--- config.mk ---
export PLATFORM = sky130hd
export DESIGN_NAME = arm_hold_and_ramp_control
export DESIGN_NICKNAME = d
export VERILOG_FILES = /design/src/rtl/ahrc_pkg.sv /design/src/rtl/ahrc_dpath.sv /design/src/rtl/ahrc_ctrl.sv /design/src/rtl/arm_hold_and_ramp_control.sv
export SDC_FILE = /design/constraint.sdc
export NUM_CORES = 2
export LEC_CHECK = 0
export ABC_AREA = 1
export ABC_CLOCK_PERIOD_IN_PS = 10600
export BUFFER_PORTS_ARGS = -buffer_cell sky130_fd_sc_hd__buf_2
export CAP_MARGIN = 5
export CORE_ASPECT_RATIO = 0.8
export CORE_MARGIN = 1
export CORE_UTILIZATION = 35
export CTS_BUF_LIST = sky130_fd_sc_hd__clkbuf_8
export CTS_CLUSTER_DIAMETER = 80
export DETAILED_ROUTE_END_ITERATION = 6
export GPL_TIMING_DRIVEN = 0
export PLACE_DENSITY = 0.58
export RECOVER_POWER = 100
export SYNTH_ARGS = -nofsm -noshare
export SYNTH_HDL_FRONTEND = slang
export SYNTH_SLANG_ARGS = --single-unit
--- constraint.sdc ---
create_clock -name clk -period 10.6 [get_ports clk]
set_input_delay 1.06 -clock clk [delete_from_list [all_inputs] [get_ports clk]]
set_output_delay 1.06 -clock clk [all_outputs]
set_load 0.02 [all_outputs]
--- src/rtl/ahrc_pkg.sv ---
// ahrc_pkg: shared types and constants for the arm hold-and-ramp controller.
// Used by ahrc_ctrl, ahrc_dpath and arm_hold_and_ramp_control; no dependencies.
package ahrc_pkg;

  // Default parameter values
  localparam int ANGLE_BITS_DEF     = 12;
  localparam int GAIN_FRAC_BITS_DEF = 16;

  // Fixed field widths
  localparam int ANGLE_FIELD_W = 12;
  localparam int GAIN_W        = 16;
  localparam int POWER_W       = 7;
  localparam int DRIVE_W       = 8;
  localparam int SPEED_W       = 11;
  localparam int TIME_W        = 16;
  localparam int INTEG_W       = 20;
  localparam int STEP_W        = 2;
  localparam int CFG_IDX_W     = 3;
  localparam int CFG_DATA_W    = 16;

  // Config reset values
  localparam int HOLD_GAIN_INITIAL_RST = 9175;
  localparam int HOLD_GAIN_SETTLED_RST = 19661;
  localparam int INTEGRAL_GAIN_RST     = 33;
  localparam int SPEED_GAIN_RST        = 655;
  localparam int MAX_HOLD_POWER_RST    = 127;
  localparam int UPPER_LIMIT_RST       = 4095;
  localparam int LOWER_LIMIT_RST       = 0;
  localparam int RAMP_START_RST        = 0;

  // Control constants
  localparam int RELATCH_MS        = 300;
  localparam int SETTLE_MS         = 400;
  localparam int RELATCH_SPEED     = 6;
  localparam int SETTLE_SPEED      = 10;
  localparam int CAP_TERM          = 5;
  localparam int MIN_DRIVE         = 5;
  localparam int LIMIT_DRIVE       = 15;
  localparam int UPPER_MARGIN      = 50;
  localparam int LOWER_HOLD_MARGIN = 75;
  localparam int LOWER_RAMP_MARGIN = 50;
  localparam int RAMP_FAST_ABOVE   = 90;
  localparam int RAMP_MAX          = 127;
  localparam int RAMP_STEP_INIT    = 2;
  localparam int RAMP_STEP_FAST    = 3;

  // Config register indexes
  typedef enum logic [CFG_IDX_W-1:0] {
    REG_HOLD_GAIN_INITIAL = 3'd0,
    REG_HOLD_GAIN_SETTLED = 3'd1,
    REG_INTEGRAL_GAIN     = 3'd2,
    REG_SPEED_GAIN        = 3'd3,
    REG_MAX_HOLD_POWER    = 3'd4,
    REG_UPPER_ANGLE_LIMIT = 3'd5,
    REG_LOWER_ANGLE_LIMIT = 3'd6,
    REG_RAMP_START_POWER  = 3'd7
  } cfg_reg_t;

  // Arm control mode
  typedef enum logic [1:0] {
    MODE_IDLE = 2'd0,
    MODE_HOLD = 2'd1,
    MODE_RAMP = 2'd2
  } mode_t;

  // Shared multiplier operand select
  typedef enum logic [1:0] {
    MUL_INTEG = 2'd0,
    MUL_KP    = 2'd1,
    MUL_KD    = 2'd2
  } mul_sel_t;

  // Controller to datapath commands
  typedef struct packed {
    logic     load;
    logic     lock_tick;
    logic     ramp_tick;
    logic     hold_prep;
    logic     mul_en;
    mul_sel_t mul_sel;
    logic     cap_check;
    logic     div_step;
    logic     div_write;
    logic     lat_mag;
    logic     lat_dterm;
    logic     hold_emit;
  } cmd_t;

  // Datapath to controller status
  typedef struct packed {
    logic is_lock;
    logic is_ramp;
    logic cap_hit;
    logic out_free;
  } sts_t;

endpackage

--- src/rtl/ahrc_dpath.sv ---
// ahrc_dpath: config registers, control state, shared multiplier, cap divider,
// ramp logic and output word register. Depends on ahrc_pkg; driven by ahrc_ctrl.
module ahrc_dpath import ahrc_pkg::*; #(
  parameter int ANGLE_BITS     = ANGLE_BITS_DEF,
  parameter int GAIN_FRAC_BITS = GAIN_FRAC_BITS_DEF
) (
  input  logic                      clk,
  input  logic                      rst,
  input  logic                      cfg_write,
  input  logic [CFG_IDX_W-1:0]      cfg_index,
  input  logic [CFG_DATA_W-1:0]     cfg_data,
  input  logic [ANGLE_BITS-1:0]     arm_angle,
  input  logic signed [SPEED_W-1:0] arm_speed,
  input  logic                      forward_button,
  input  logic                      backward_button,
  input  logic                      lock_request,
  input  logic                      lock_task_busy,
  input  logic [TIME_W-1:0]         now_ms,
  input  logic                      result_stall,
  output logic                      result_valid,
  output logic signed [DRIVE_W-1:0] drive_power,
  output logic                      stop_lock_task,
  input  cmd_t                      cmd,
  output sts_t                      sts
);

  localparam int AW    = ANGLE_BITS;
  localparam int FB    = GAIN_FRAC_BITS;
  localparam int AMW   = (AW < ANGLE_FIELD_W) ? AW : ANGLE_FIELD_W;
  localparam int PW    = GAIN_W + INTEG_W;
  localparam int TW    = PW - FB;
  localparam int SW    = TW + 2;
  localparam int DIV_N = FB + 3;
  localparam int QW    = (DIV_N > INTEG_W) ? DIV_N : INTEG_W;
  localparam logic [PW-1:0]      CAP_LIMIT = PW'(CAP_TERM) << FB;
  localparam logic [INTEG_W-1:0] INTEG_MAX = {INTEG_W{1'b1}};

  // Config registers
  logic [GAIN_W-1:0]  kp_init, kp_settled, ki, kd;
  logic [POWER_W-1:0] max_pwr, ramp_start;
  logic [AW-1:0]      upper, lower;

  always_ff @(posedge clk) begin
    if (rst) begin
      kp_init    <= GAIN_W'(HOLD_GAIN_INITIAL_RST);
      kp_settled <= GAIN_W'(HOLD_GAIN_SETTLED_RST);
      ki         <= GAIN_W'(INTEGRAL_GAIN_RST);
      kd         <= GAIN_W'(SPEED_GAIN_RST);
      max_pwr    <= POWER_W'(MAX_HOLD_POWER_RST);
      upper      <= AW'(AMW'(UPPER_LIMIT_RST));
      lower      <= AW'(LOWER_LIMIT_RST);
      ramp_start <= POWER_W'(RAMP_START_RST);
    end else if (cfg_write) begin
      case (cfg_reg_t'(cfg_index))
        REG_HOLD_GAIN_INITIAL: kp_init    <= cfg_data;
        REG_HOLD_GAIN_SETTLED: kp_settled <= cfg_data;
        REG_INTEGRAL_GAIN:     ki         <= cfg_data;
        REG_SPEED_GAIN:        kd         <= cfg_data;
        REG_MAX_HOLD_POWER:    max_pwr    <= cfg_data[POWER_W-1:0];
        REG_UPPER_ANGLE_LIMIT: upper      <= AW'(cfg_data[AMW-1:0]);
        REG_LOWER_ANGLE_LIMIT: lower      <= AW'(cfg_data[AMW-1:0]);
        REG_RAMP_START_POWER:  ramp_start <= cfg_data[POWER_W-1:0];
        default: ;
      endcase
    end
  end

  // Captured tick word
  logic [AW-1:0]             angle_r;
  logic signed [SPEED_W-1:0] speed_r;
  logic                      fwd_r, bwd_r, lock_r, busy_r;
  logic [TIME_W-1:0]         now_r;

  always_ff @(posedge clk) begin
    if (cmd.load) begin
      angle_r <= AW'(arm_angle[AMW-1:0]);
      speed_r <= arm_speed;
      fwd_r   <= forward_button;
      bwd_r   <= backward_button;
      lock_r  <= lock_request;
      busy_r  <= lock_task_busy;
      now_r   <= now_ms;
    end
  end

  // Control state
  mode_t              mode;
  logic [AW-1:0]      target;
  logic [TIME_W-1:0]  hold_start;
  logic [INTEG_W-1:0] integ;
  logic               settled;
  logic [POWER_W-1:0] ramp_pwr;
  logic [STEP_W-1:0]  ramp_step;

  // Work registers
  logic [PW-1:0]     prod;
  logic [TW-1:0]     mag_r, dterm_r;
  logic [GAIN_W-1:0] rem;
  logic [DIV_N-1:0]  qd;

  // Common terms
  logic [SPEED_W-1:0] aspd;
  logic               hold_entry, ramp_entry;
  logic [TIME_W-1:0]  start_eff, elapsed;
  logic               relatch, settle;
  logic               err_neg;
  logic [AW-1:0]      aerr;
  logic [GAIN_W-1:0]  kp, mul_a;
  logic [INTEG_W-1:0] mul_b;
  logic [INTEG_W:0]   integ_sum;
  logic [INTEG_W-1:0] integ_add;
  logic [GAIN_W:0]    trial, trial_diff;
  logic               trial_ge;
  logic [QW-1:0]      quot_ext;
  logic [AW:0]        angle_x, above_upper_x, lower_hold_x, lower_ramp_x;
  logic               near_upper, near_lower_hold, near_lower_ramp;

  assign aspd       = speed_r[SPEED_W-1] ? (~speed_r + SPEED_W'(1)) : speed_r;
  assign hold_entry = (mode != MODE_HOLD);
  assign ramp_entry = (mode != MODE_RAMP);
  assign start_eff  = hold_entry ? now_r : hold_start;
  assign elapsed    = now_r - start_eff;
  assign relatch    = (elapsed < TIME_W'(RELATCH_MS)) && (aspd >= SPEED_W'(RELATCH_SPEED));
  assign settle     = (elapsed > TIME_W'(SETTLE_MS)) && (aspd <= SPEED_W'(SETTLE_SPEED));
  assign err_neg    = angle_r < target;
  assign aerr       = err_neg ? (target - angle_r) : (angle_r - target);
  assign kp         = settled ? kp_settled : kp_init;

  always_comb begin
    case (cmd.mul_sel)
      MUL_KP: begin
        mul_a = kp;
        mul_b = INTEG_W'(aerr);
      end
      MUL_KD: begin
        mul_a = kd;
        mul_b = INTEG_W'(aspd);
      end
      default: begin
        mul_a = ki;
        mul_b = integ;
      end
    endcase
  end

  assign integ_sum = {1'b0, integ} + (INTEG_W+1)'(aerr);
  assign integ_add = integ_sum[INTEG_W] ? INTEG_MAX : integ_sum[INTEG_W-1:0];

  // Restoring divider, one quotient bit per cycle
  assign trial      = {rem, qd[DIV_N-1]};
  assign trial_ge   = trial >= {1'b0, ki};
  assign trial_diff = trial - {1'b0, ki};
  assign quot_ext   = QW'(qd);

  // Angle window checks
  assign angle_x         = (AW+1)'(angle_r);
  assign above_upper_x   = angle_x + (AW+1)'(UPPER_MARGIN);
  assign lower_hold_x    = (AW+1)'(lower) + (AW+1)'(LOWER_HOLD_MARGIN);
  assign lower_ramp_x    = (AW+1)'(lower) + (AW+1)'(LOWER_RAMP_MARGIN);
  assign near_upper      = above_upper_x > (AW+1)'(upper);
  assign near_lower_hold = angle_x < lower_hold_x;
  assign near_lower_ramp = angle_x < lower_ramp_x;

  // Hold drive: |P| + I + D, clamped, min 5 (zero while P is zero), then angle overrides
  logic [SW-1:0]             total;
  logic [POWER_W-1:0]        hmag_clamp, hmag;
  logic signed [DRIVE_W-1:0] hold_drive;

  always_comb begin
    total      = SW'(mag_r) + SW'(dterm_r) + SW'(prod[PW-1:FB]);
    hmag_clamp = (total > SW'(max_pwr)) ? max_pwr : total[POWER_W-1:0];
    if (mag_r == '0) begin
      hmag = '0;
    end else if (hmag_clamp < POWER_W'(MIN_DRIVE)) begin
      hmag = POWER_W'(MIN_DRIVE);
    end else begin
      hmag = hmag_clamp;
    end
    hold_drive = err_neg ? -$signed({1'b0, hmag}) : $signed({1'b0, hmag});
    if (near_upper) begin
      hold_drive = -DRIVE_W'(LIMIT_DRIVE);
    end
    if (near_lower_hold) begin
      hold_drive = DRIVE_W'(LIMIT_DRIVE);
    end
  end

  // Ramp tick
  logic [DRIVE_W-1:0]        rp0, rp1;
  logic [STEP_W-1:0]         st0, step_n;
  logic [POWER_W-1:0]        rp2, rp3;
  logic                      fwd_only, bwd_only;
  logic signed [DRIVE_W-1:0] ramp_drive;

  always_comb begin
    fwd_only = fwd_r && !bwd_r;
    bwd_only = bwd_r && !fwd_r;
    rp0      = ramp_entry ? {1'b0, ramp_start} : {1'b0, ramp_pwr};
    st0      = ramp_entry ? STEP_W'(RAMP_STEP_INIT) : ramp_step;
    rp1      = rp0 + DRIVE_W'(st0);
    step_n   = (rp1 > DRIVE_W'(RAMP_FAST_ABOVE)) ? STEP_W'(RAMP_STEP_FAST) : st0;
    rp2      = (rp1 > DRIVE_W'(RAMP_MAX)) ? POWER_W'(RAMP_MAX) : rp1[POWER_W-1:0];
    if ((fwd_only && near_lower_ramp) || (bwd_only && near_upper)) begin
      rp3 = POWER_W'(LIMIT_DRIVE);
    end else begin
      rp3 = rp2;
    end
    if (fwd_only) begin
      ramp_drive = $signed({1'b0, rp3});
    end else if (bwd_only) begin
      ramp_drive = -$signed({1'b0, rp3});
    end else begin
      ramp_drive = '0;
    end
  end

  // State updates
  always_ff @(posedge clk) begin
    if (rst) begin
      mode       <= MODE_IDLE;
      target     <= '0;
      hold_start <= '0;
      integ      <= '0;
      settled    <= 1'b0;
      ramp_pwr   <= '0;
      ramp_step  <= STEP_W'(RAMP_STEP_INIT);
    end else begin
      if (cmd.lock_tick) begin
        mode <= MODE_IDLE;
      end
      if (cmd.ramp_tick) begin
        mode      <= MODE_RAMP;
        ramp_pwr  <= rp3;
        ramp_step <= step_n;
      end
      if (cmd.hold_prep) begin
        mode       <= MODE_HOLD;
        hold_start <= start_eff;
        if (hold_entry || relatch) begin
          target <= angle_r;
        end
        if (hold_entry) begin
          integ <= '0;
        end
        settled <= (settled && !hold_entry) || settle;
      end
      if (cmd.cap_check && !sts.cap_hit) begin
        integ <= integ_add;
      end
      if (cmd.div_write) begin
        integ <= (quot_ext > QW'(INTEG_MAX)) ? INTEG_MAX : quot_ext[INTEG_W-1:0];
      end
    end
  end

  // Multiplier, divider and term registers
  always_ff @(posedge clk) begin
    if (cmd.mul_en) begin
      prod <= mul_a * mul_b;
    end
    if (cmd.lat_mag) begin
      mag_r <= prod[PW-1:FB];
    end
    if (cmd.lat_dterm) begin
      dterm_r <= prod[PW-1:FB];
    end
    if (cmd.cap_check) begin
      rem <= '0;
      qd  <= CAP_LIMIT[DIV_N-1:0];
    end else if (cmd.div_step) begin
      rem <= trial_ge ? trial_diff[GAIN_W-1:0] : trial[GAIN_W-1:0];
      qd  <= {qd[DIV_N-2:0], trial_ge};
    end
  end

  // Output word register
  always_ff @(posedge clk) begin
    if (rst) begin
      result_valid <= 1'b0;
    end else if (cmd.ramp_tick || cmd.hold_emit) begin
      result_valid <= 1'b1;
    end else if (!result_stall) begin
      result_valid <= 1'b0;
    end
  end

  always_ff @(posedge clk) begin
    if (cmd.ramp_tick) begin
      drive_power    <= ramp_drive;
      stop_lock_task <= ramp_entry;
    end else if (cmd.hold_emit) begin
      drive_power    <= hold_drive;
      stop_lock_task <= 1'b0;
    end
  end

  assign sts.is_lock  = lock_r || busy_r;
  assign sts.is_ramp  = fwd_r || bwd_r;
  assign sts.cap_hit  = prod > CAP_LIMIT;
  assign sts.out_free = !result_valid || !result_stall;

endmodule

--- src/rtl/ahrc_ctrl.sv ---
// ahrc_ctrl: sequencer for one control tick (decode, hold multiply chain,
// cap divider loop, ramp step, emit). Depends on ahrc_pkg; drives ahrc_dpath.
module ahrc_ctrl import ahrc_pkg::*; #(
  parameter int GAIN_FRAC_BITS = GAIN_FRAC_BITS_DEF
) (
  input  logic clk,
  input  logic rst,
  input  logic tick_valid,
  output logic tick_stall,
  input  sts_t sts,
  output cmd_t cmd
);

  localparam int DIV_N = GAIN_FRAC_BITS + 3;
  localparam int CW    = $clog2(DIV_N);

  typedef enum logic [11:0] {
    S_IDLE   = 12'b0000_0000_0001,
    S_DECODE = 12'b0000_0000_0010,
    S_PREP   = 12'b0000_0000_0100,
    S_MULI   = 12'b0000_0000_1000,
    S_CHECK  = 12'b0000_0001_0000,
    S_DIV    = 12'b0000_0010_0000,
    S_DIVW   = 12'b0000_0100_0000,
    S_MULP   = 12'b0000_1000_0000,
    S_MULD   = 12'b0001_0000_0000,
    S_MULN   = 12'b0010_0000_0000,
    S_SUM    = 12'b0100_0000_0000,
    S_RAMP   = 12'b1000_0000_0000
  } state_t;

  state_t        state, state_next;
  logic [CW-1:0] cnt, cnt_next;

  assign tick_stall = (state != S_IDLE);

  always_comb begin
    state_next = state;
    cnt_next   = cnt;
    cmd        = '0;
    cmd.mul_sel = MUL_INTEG;
    case (state)
      S_IDLE: begin
        if (tick_valid) begin
          cmd.load   = 1'b1;
          state_next = S_DECODE;
        end
      end
      S_DECODE: begin
        if (sts.is_lock) begin
          cmd.lock_tick = 1'b1;
          state_next    = S_IDLE;
        end else if (sts.is_ramp) begin
          state_next = S_RAMP;
        end else begin
          state_next = S_PREP;
        end
      end
      S_RAMP: begin
        if (sts.out_free) begin
          cmd.ramp_tick = 1'b1;
          state_next    = S_IDLE;
        end
      end
      S_PREP: begin
        cmd.hold_prep = 1'b1;
        state_next    = S_MULI;
      end
      S_MULI: begin
        cmd.mul_en  = 1'b1;
        cmd.mul_sel = MUL_INTEG;
        state_next  = S_CHECK;
      end
      S_CHECK: begin
        cmd.cap_check = 1'b1;
        if (sts.cap_hit) begin
          cnt_next   = CW'(DIV_N - 1);
          state_next = S_DIV;
        end else begin
          state_next = S_MULP;
        end
      end
      S_DIV: begin
        cmd.div_step = 1'b1;
        if (cnt == '0) begin
          state_next = S_DIVW;
        end else begin
          cnt_next = cnt - CW'(1);
        end
      end
      S_DIVW: begin
        cmd.div_write = 1'b1;
        state_next    = S_MULP;
      end
      S_MULP: begin
        cmd.mul_en  = 1'b1;
        cmd.mul_sel = MUL_KP;
        state_next  = S_MULD;
      end
      S_MULD: begin
        cmd.lat_mag = 1'b1;
        cmd.mul_en  = 1'b1;
        cmd.mul_sel = MUL_KD;
        state_next  = S_MULN;
      end
      S_MULN: begin
        cmd.lat_dterm = 1'b1;
        cmd.mul_en    = 1'b1;
        cmd.mul_sel   = MUL_INTEG;
        state_next    = S_SUM;
      end
      S_SUM: begin
        if (sts.out_free) begin
          cmd.hold_emit = 1'b1;
          state_next    = S_IDLE;
        end
      end
      default: begin
        state_next = S_IDLE;
      end
    endcase
  end

  always_ff @(posedge clk) begin
    if (rst) begin
      state <= S_IDLE;
      cnt   <= '0;
    end else begin
      state <= state_next;
      cnt   <= cnt_next;
    end
  end

endmodule

--- src/rtl/arm_hold_and_ramp_control.sv ---
// arm_hold_and_ramp_control: top level of the arm hold-and-ramp controller.
// Instantiates ahrc_ctrl and ahrc_dpath; uses ahrc_pkg.
//
//   channel  direction  handshake                  payload
//   tick     in         tick_valid / tick_stall    arm_angle, arm_speed, buttons, lock, now_ms
//   result   out        result_valid / result_stall  drive_power, stop_lock_task
//   cfg      in         cfg_write                  cfg_index, cfg_data
//
// A tick word is taken only when the sequencer is idle. A hold tick runs decode, prep, the
// integral multiply and cap check, the P and D multiplies and the sum, plus the restoring
// cap divider (one quotient bit per cycle) when the integral cap fires. The single shared
// multiplier sets the hold length. A stalled result word sits in the output register while
// the next tick is worked; that tick waits only at its final step.
// Synchronous reset restores the config defaults and idle mode.
module arm_hold_and_ramp_control import ahrc_pkg::*; #(
  parameter int ANGLE_BITS     = ANGLE_BITS_DEF,
  parameter int GAIN_FRAC_BITS = GAIN_FRAC_BITS_DEF
) (
  input  logic                      clk,
  input  logic                      rst,
  // config write port
  input  logic                      cfg_write,
  input  logic [CFG_IDX_W-1:0]      cfg_index,
  input  logic [CFG_DATA_W-1:0]     cfg_data,
  // tick words in
  input  logic                      tick_valid,
  output logic                      tick_stall,
  input  logic [ANGLE_BITS-1:0]     arm_angle,
  input  logic signed [SPEED_W-1:0] arm_speed,
  input  logic                      forward_button,
  input  logic                      backward_button,
  input  logic                      lock_request,
  input  logic                      lock_task_busy,
  input  logic [TIME_W-1:0]         now_ms,
  // result words out
  output logic                      result_valid,
  input  logic                      result_stall,
  output logic signed [DRIVE_W-1:0] drive_power,
  output logic                      stop_lock_task
);

  cmd_t cmd;
  sts_t sts;

  // Sequencer: one-hot FSM stepping the datapath through each tick
  ahrc_ctrl #(
    .GAIN_FRAC_BITS(GAIN_FRAC_BITS)
  ) u_ctrl (
    .clk       (clk),
    .rst       (rst),
    .tick_valid(tick_valid),
    .tick_stall(tick_stall),
    .sts       (sts),
    .cmd       (cmd)
  );

  // Datapath: config, control state, shared multiplier, divider, output register
  ahrc_dpath #(
    .ANGLE_BITS    (ANGLE_BITS),
    .GAIN_FRAC_BITS(GAIN_FRAC_BITS)
  ) u_dpath (
    .clk            (clk),
    .rst            (rst),
    .cfg_write      (cfg_write),
    .cfg_index      (cfg_index),
    .cfg_data       (cfg_data),
    .arm_angle      (arm_angle),
    .arm_speed      (arm_speed),
    .forward_button (forward_button),
    .backward_button(backward_button),
    .lock_request   (lock_request),
    .lock_task_busy (lock_task_busy),
    .now_ms         (now_ms),
    .result_stall   (result_stall),
    .result_valid   (result_valid),
    .drive_power    (drive_power),
    .stop_lock_task (stop_lock_task),
    .cmd            (cmd),
    .sts            (sts)
  );

endmodule

======== Yosys cells after proc, flatten, opt, wreduce, memory -nomap -nowiden ========
Cells that the tools add are included.
storage, ports and cells
  word-level logic and storage cells ...... 199
  output and inout port bits .............. 11
  bits in registers ....................... 343
operators by class
  add/sub/neg operators ................... 15
  bitwise operators ....................... 1
  order comparisons ....................... 15
  reductions and logical operators ........ 45
  mux-type cells .......................... 59
  $mul .................................... 1
  eq/ne operators ......................... 30
operator list
  cell                                                                     number
  12-bit one-hot mux with 11 select lines                                  1
  20-bit 2-to-1 mux                                                        6
  12-bit 2-to-1 mux                                                        6
  8-bit 2-to-1 mux                                                         8
  16-bit 2-to-1 mux                                                        3
  7-bit 2-to-1 mux                                                         6
  20-bit one-hot mux with 2 select lines                                   1
  36-bit by 19-bit > comparator with 1-bit output (second input constant)  1
  16-bit by 20-bit multiplier with 36-bit output                           1
  16-bit one-hot mux with 2 select lines                                   1
  16-bit subtractor                                                        2
  12-bit by 6-bit adder with 13-bit output (second input constant)         2
  12-bit by 13-bit < comparator with 1-bit output                          2
  12-bit subtractor                                                        2
  22-bit by 20-bit adder with 22-bit output                                1
  22-bit by 7-bit > comparator with 1-bit output                           1
  20-bit by 12-bit adder with 21-bit output                                1
  20-bit by 20-bit adder with 21-bit output                                1
  19-bit by 20-bit > comparator with 1-bit output (second input constant)  1
  20-bit logical NOT                                                       1
  2-bit AND reduction                                                      10
  1-bit 2-to-1 mux                                                         18
  17-bit by 16-bit greater-or-equal comparator with 1-bit output           1
  16-bit by 9-bit > comparator with 1-bit output (second input constant)   1
  other kinds (47)                                                         88

======== Longest topological paths before layout ========
  word-level depth ........................ 13
  depth in mapped cells ................... 51

======== Modules after synthesis ========
From an unflattened synthesis, not the netlist that was laid out.
unflattened totals
  cell total of the unflattened synthesis .. 3846
  area, all modules ....................... 30470.5 µm²
modules (own cells, without submodules)
  module      cells an instance  seq. area each (µm²)  area an instance (µm²)  instances
  ahrc_dpath  3679               7807.5                29391.9                 1
  ahrc_ctrl   167                340.3                 1078.5                  1

======== Least setup slack after synthesis ========
OpenSTA, ideal clock, no wires.
  path kind ............................... reg-to-reg
  from .................................... reg u_dpath.angle_r[0]
  to ...................................... reg u_dpath.prod[33] (data pin)
  setup slack ............................. 2335 ps
  clock period less this slack ............ 8265 ps
  cell stages (with the launch flop) ...... 45
  required time ........................... 10339 ps
  arrival time ............................ 8004 ps
  library setup time ...................... 261 ps
  buffers on the path ..................... 2
  cells stage by stage .................... edfxtp_1 -> inv_1 -> ha_1 -> inv_1 -> fa_1 -> inv_1 -> o21ai_1 -> a21oi_1 -> o21ai_1 -> a21oi_1 -> o21bai_2 -> buf_4 -> buf_4 -> mux2i_1 -> xor2_1 -> o211ai_1 -> nand2_1 -> inv_1 -> (+9 left out) -> fa_1 -> inv_1 -> fa_1 -> ha_1 -> a21oi_1 -> o21ai_0 -> a21oi_1 -> nor3_1 -> nor3_1 -> o21ai_1 -> nand2_1 -> nand2_1 -> a21o_1 -> nand2_1 -> nand2_1 -> nand3_1 -> nand2_1 -> xor2_1
on the way
  cells in the longest elaborated chain, start to end .. 4
RTL lines
  item                                                             line                                  source
  start: declaration                                               ahrc_dpath.sv:69                      logic [AW-1:0] angle_r;
  start signal: assignment                                         ahrc_dpath.sv:76                      angle_r <= AW'(arm_angle[AMW-1:0]);
  12-bit subtractor / 12-bit < comparator (equally long branches)  ahrc_dpath.sv:126, ahrc_dpath.sv:125
  12-bit 2-to-1 mux *                                              ahrc_dpath.sv:126                     assign aerr = err_neg ? (target - angle_r) : (angle_r - target);
  20-bit one-hot mux with 2 select lines *                         ahrc_dpath.sv:130                     case (cmd.mul_sel)
  16-bit by 20-bit multiplier with 36-bit output *                 ahrc_dpath.sv:259                     prod <= mul_a * mul_b;
  end signal: assignment                                           ahrc_dpath.sv:259
  end: declaration                                                 ahrc_dpath.sv:96                      logic [PW-1:0] prod;
Mark *: on every way between the ends. The rest lies on a longest branch, timed or not.
A chain may end at the register's enable or synchronous reset.

======== Worst setup path in the final report ========
Ends and elaborated chain as after synthesis.

==> results.py <==
metrics = {
    "run_status": {
        "status": "finished with violations",
        "violations": "max-capacitance violations, max-slew violations",
    },
    "die": {
        "die_h_um": 267,
        "fp.dieW_um": 334,
        "core_area_um2": 86500,
        "fp-row-count": 96,
        "io_pins": 78,
        "die_area_um2": 89200,
        "initial_core_util_pct": 35.6,
    },
    "timing": {
        "fin_skew_ps": 85.6,
        "rsz0062_at_grt": "no",
        "timing.hold.ws_ps": 441,
        "slew_violations": 64,
        "tightest_slew_ps": 1870,
        "setup_violations": 0,
        "max_slew_margin_pct": -24.7,
        "period_share_pct": 95.1,
        "fin_tns_setup_ps": 0,
        "worst_slack_ps": 520,
        "post-route-min-period_ps": 10080,
        "report.final.hold_viol_count": 0,
        "max_freq_mhz": 99.2,
    },
    "yosys": {
        "seq_area_frac_synth_pct": 26.4,
        "synth_warnings": 0,
        "synthArstFlopShare_pct": 0,
        "syn_avg_cell_area_um2": 7.91,
        "ys_types": 70,
        "dominantRegCellSynth": "dfxtp_1",
        "synthTopCellsByArea": "fa_1 (17%), dfxtp_1 (14%), edfxtp_1 (12%)",
        "synth_top_area_share_pct": 16.8,
        "yosysTopAreaCell": "fa_1",
        "synth_edf_count": 128,
        "ys_ff_latch": 343,
        "syn-cell-area_um2": 30800,
        "syn-num-nets": 4487,
        "syn_inst": 3893,
    },
    "worst_hold_path": {
        "hold_class": "reg -> reg",
    },
    "drt": {
        "drc_errors": 0,
        "drtIter0Drc": 2140,
        "vias": 26076,
        "firstDrtPassIters": 6,
        "viasPerCell": 5.00,
        "drtAntennaViolNets": 0,
        "totalWireLength_um": 89700,
        "wl_per_cell_um": 17.2,
    },
    "global_route": {
        "antenna_found_initial": 5,
        "grt_overflow": 0,
        "grt_pass1_vias": 25471,
        "grt_use_total_pct": 20.4,
        "grt_pass1_wl_um": 142000,
        "grt_max_degree": 33,
    },
    "final_layout": {
        "instances_no_fill": 5212,
        "area_growth_pct": 10.1,
        "final_util_pct": 39.2,
        "drive_above_1_share_pct": 6.00,
        "design_area_um2": 33900,
        "final_nets": 4625,
    },
    "clock_network": {
        "insertion_delay_ps": 750,
        "clock_path_buffers": 3,
        "clk_pin_slew_ps": 70,
        "cts_tree": "yes",
        "numClockSinks": 343,
        "htree_num_levels": 2,
        "cts_buffers": 60,
        "clockRootBuffer": "clkbuf_8",
    },
    "critical_path": {
        "crit_path_start_kind": "flop",
        "slowest_stage": "fa_1",
        "path_delay_family": "adder cells",
        "path_buf_inv": 9,
        "critPathArrivalTime_ps": 10510,
        "crit_path_max_incr_delay_ps": 560,
        "endpoint_kind": "flop",
        "crit_top_cell": "fa_1",
        "crit_type": "reg -> reg",
        "critPathMaxFanout": 10,
        "critPathRequiredTime_ps": 11030,
    },
    "pwr": {
        "p_sw_mw": 0.973,
        "combPwrFrac_pct": 14.1,
        "switching_share_pct": 29.8,
        "ir_drop_v": 0.000100,
        "power.density_nw_per_um2": 96.3,
        "p_leak_nw": 16.2,
        "pwr-share-clk_pct": 41.9,
        "power.total_mw": 3.26,
        "power.internal_mw": 2.29,
        "p_seq_share_pct": 44.0,
    },
    "placed_design": {
        "dp_hpwl_um": 72700,
        "post_dp_cell_area_um2": 32600,
        "place_congestion": 0.951,
        "dpl_worst_slack_ps": 195,
        "placed_cells": 5095,
        "placement.io_buffers": 73,
    },
    "job": {
        "maxCapViolCount": 2,
    },
}
worst paths after layout:
path                       from                to  slack (ps)  cells after the start
max          u_dpath.angle_r[0]  u_dpath.prod[33]         520                     42
min reg2reg       u_dpath.qd[6]     u_dpath.qd[7]         440                      2
max reg2reg  u_dpath.angle_r[0]  u_dpath.prod[33]         520                     42
min               u_dpath.qd[6]     u_dpath.qd[7]         440                      2
sequential cells by signal, indices dropped and copies added (netlist names), 16 cells and up:
name	flops
u_dpath.hold_start	16
u_dpath.kp_init	16
u_dpath.kd	16
u_dpath.kp_settled	16
u_dpath.ki	16
u_dpath.now_r	16
u_dpath.integ	20
u_dpath.rem	16
u_dpath.prod	36
u_dpath.mag_r	20
u_dpath.qd	19
u_dpath.dterm_r	20
tightest hold or removal path, delay by kind of cell (launching register included):
| kind | cells | cell delay [ps] |
|---|---|---|
| buf+inv | 1 | 60 |
| compound gates | 1 | 80 |
| flops | 1 | 310 |
power by group through the flow:
stage / Sequential [mW] / Combinational (mW) / Clock, mW
6_report: 1.44 / 0.460 / 1.37
5_1_grt: 1.44 / 0.518 / 1.45
4_1_cts: 1.44 / 0.459 / 1.40
3_5_place_dp: 1.46 / 0.456 / 0
3_3_place_gp: 1.47 / 0.449 / 0
2_1_floorplan: 1.45 / 0.318 / 0
routing by layer:
layer	track usage [%]	up-vias	wire, µm
met5	0	-	0
met4	5.34	0	1920
met3	4.66	122	7790
met2	29.3	800	35400
met1	30.4	12357	44600
li1	-	12797	-
cell usage after synthesis (all sizes together) (9+ instances only):
cell type and instances:
inv 749, nand2 735, nor2 341, ha 269, fa 258, a21oi 248
o21ai 247, dfxtp 215, edfxtp 128, nand3 125, xor2 94, clkbuf 80
o211ai 51, xnor2 40, nor3 35, o22ai 35, a211oi 33, nand4 28
or2 24, a31oi 23, buf 19, mux2i 19, nor4 17, nand3b 10
o21bai 9
cells in the final DEF (no fill, tap or decap), types with 15 or more instances in the layout:
master,synthesis,routed
a31oi_1,23,23
clkinv_1,7,15
clkbuf_8,0,67
dfxtp_1,215,215
or2_2,21,21
nor4_1,17,17
xnor2_1,40,40
nand3_1,119,119
o21ai_0,217,229
clkbuf_1,80,101
edfxtp_1,128,128
a211oi_1,33,33
nor2_1,331,336
o211ai_1,51,51
buf_2,8,65
nand2_1,719,721
nor3_1,33,32
xor2_1,93,92
inv_1,738,755
mux2i_1,19,19
o22ai_1,34,34
a21oi_1,242,241
nand4_1,27,27
ha_1,269,269
fa_1,258,258
area by class of cell:
class	count	area (µm²)
fillers	8964	52600
multi-input cells	2695	19400
flip-flops and latches	343	8150
inverters	756	2840
well taps	1127	1410
clock buffers	67	922
plain buffers	99	397
clock inverters	46	395
repair buffers	76	365
diodes	3	7.51
what timing repair did:
| item | in CTS | in global routing |
|---|---|---|
| gates resized for setup | 0 | 16 |
| setup buffers | 0 | 0 |
| hold buffers | 0 | 0 |
| setup endpoints to repair | 0 | 7 |
cells by family (layout without fill, tap and decap cells):
logic type      Yosys count  in the layout  share of synthesized area, %
other cells               0              3                             0
mux                      19             19                         0.617
flops                   343            343                          26.4
simple gates           1327           1327                          18.1
xor+xnor                134            134                          3.83
fa+ha+maj               527            527                          27.7
compound gates          688            688                          12.8
buf+inv                 855           1044                          10.5
Power figures use the tool's default switching activity.
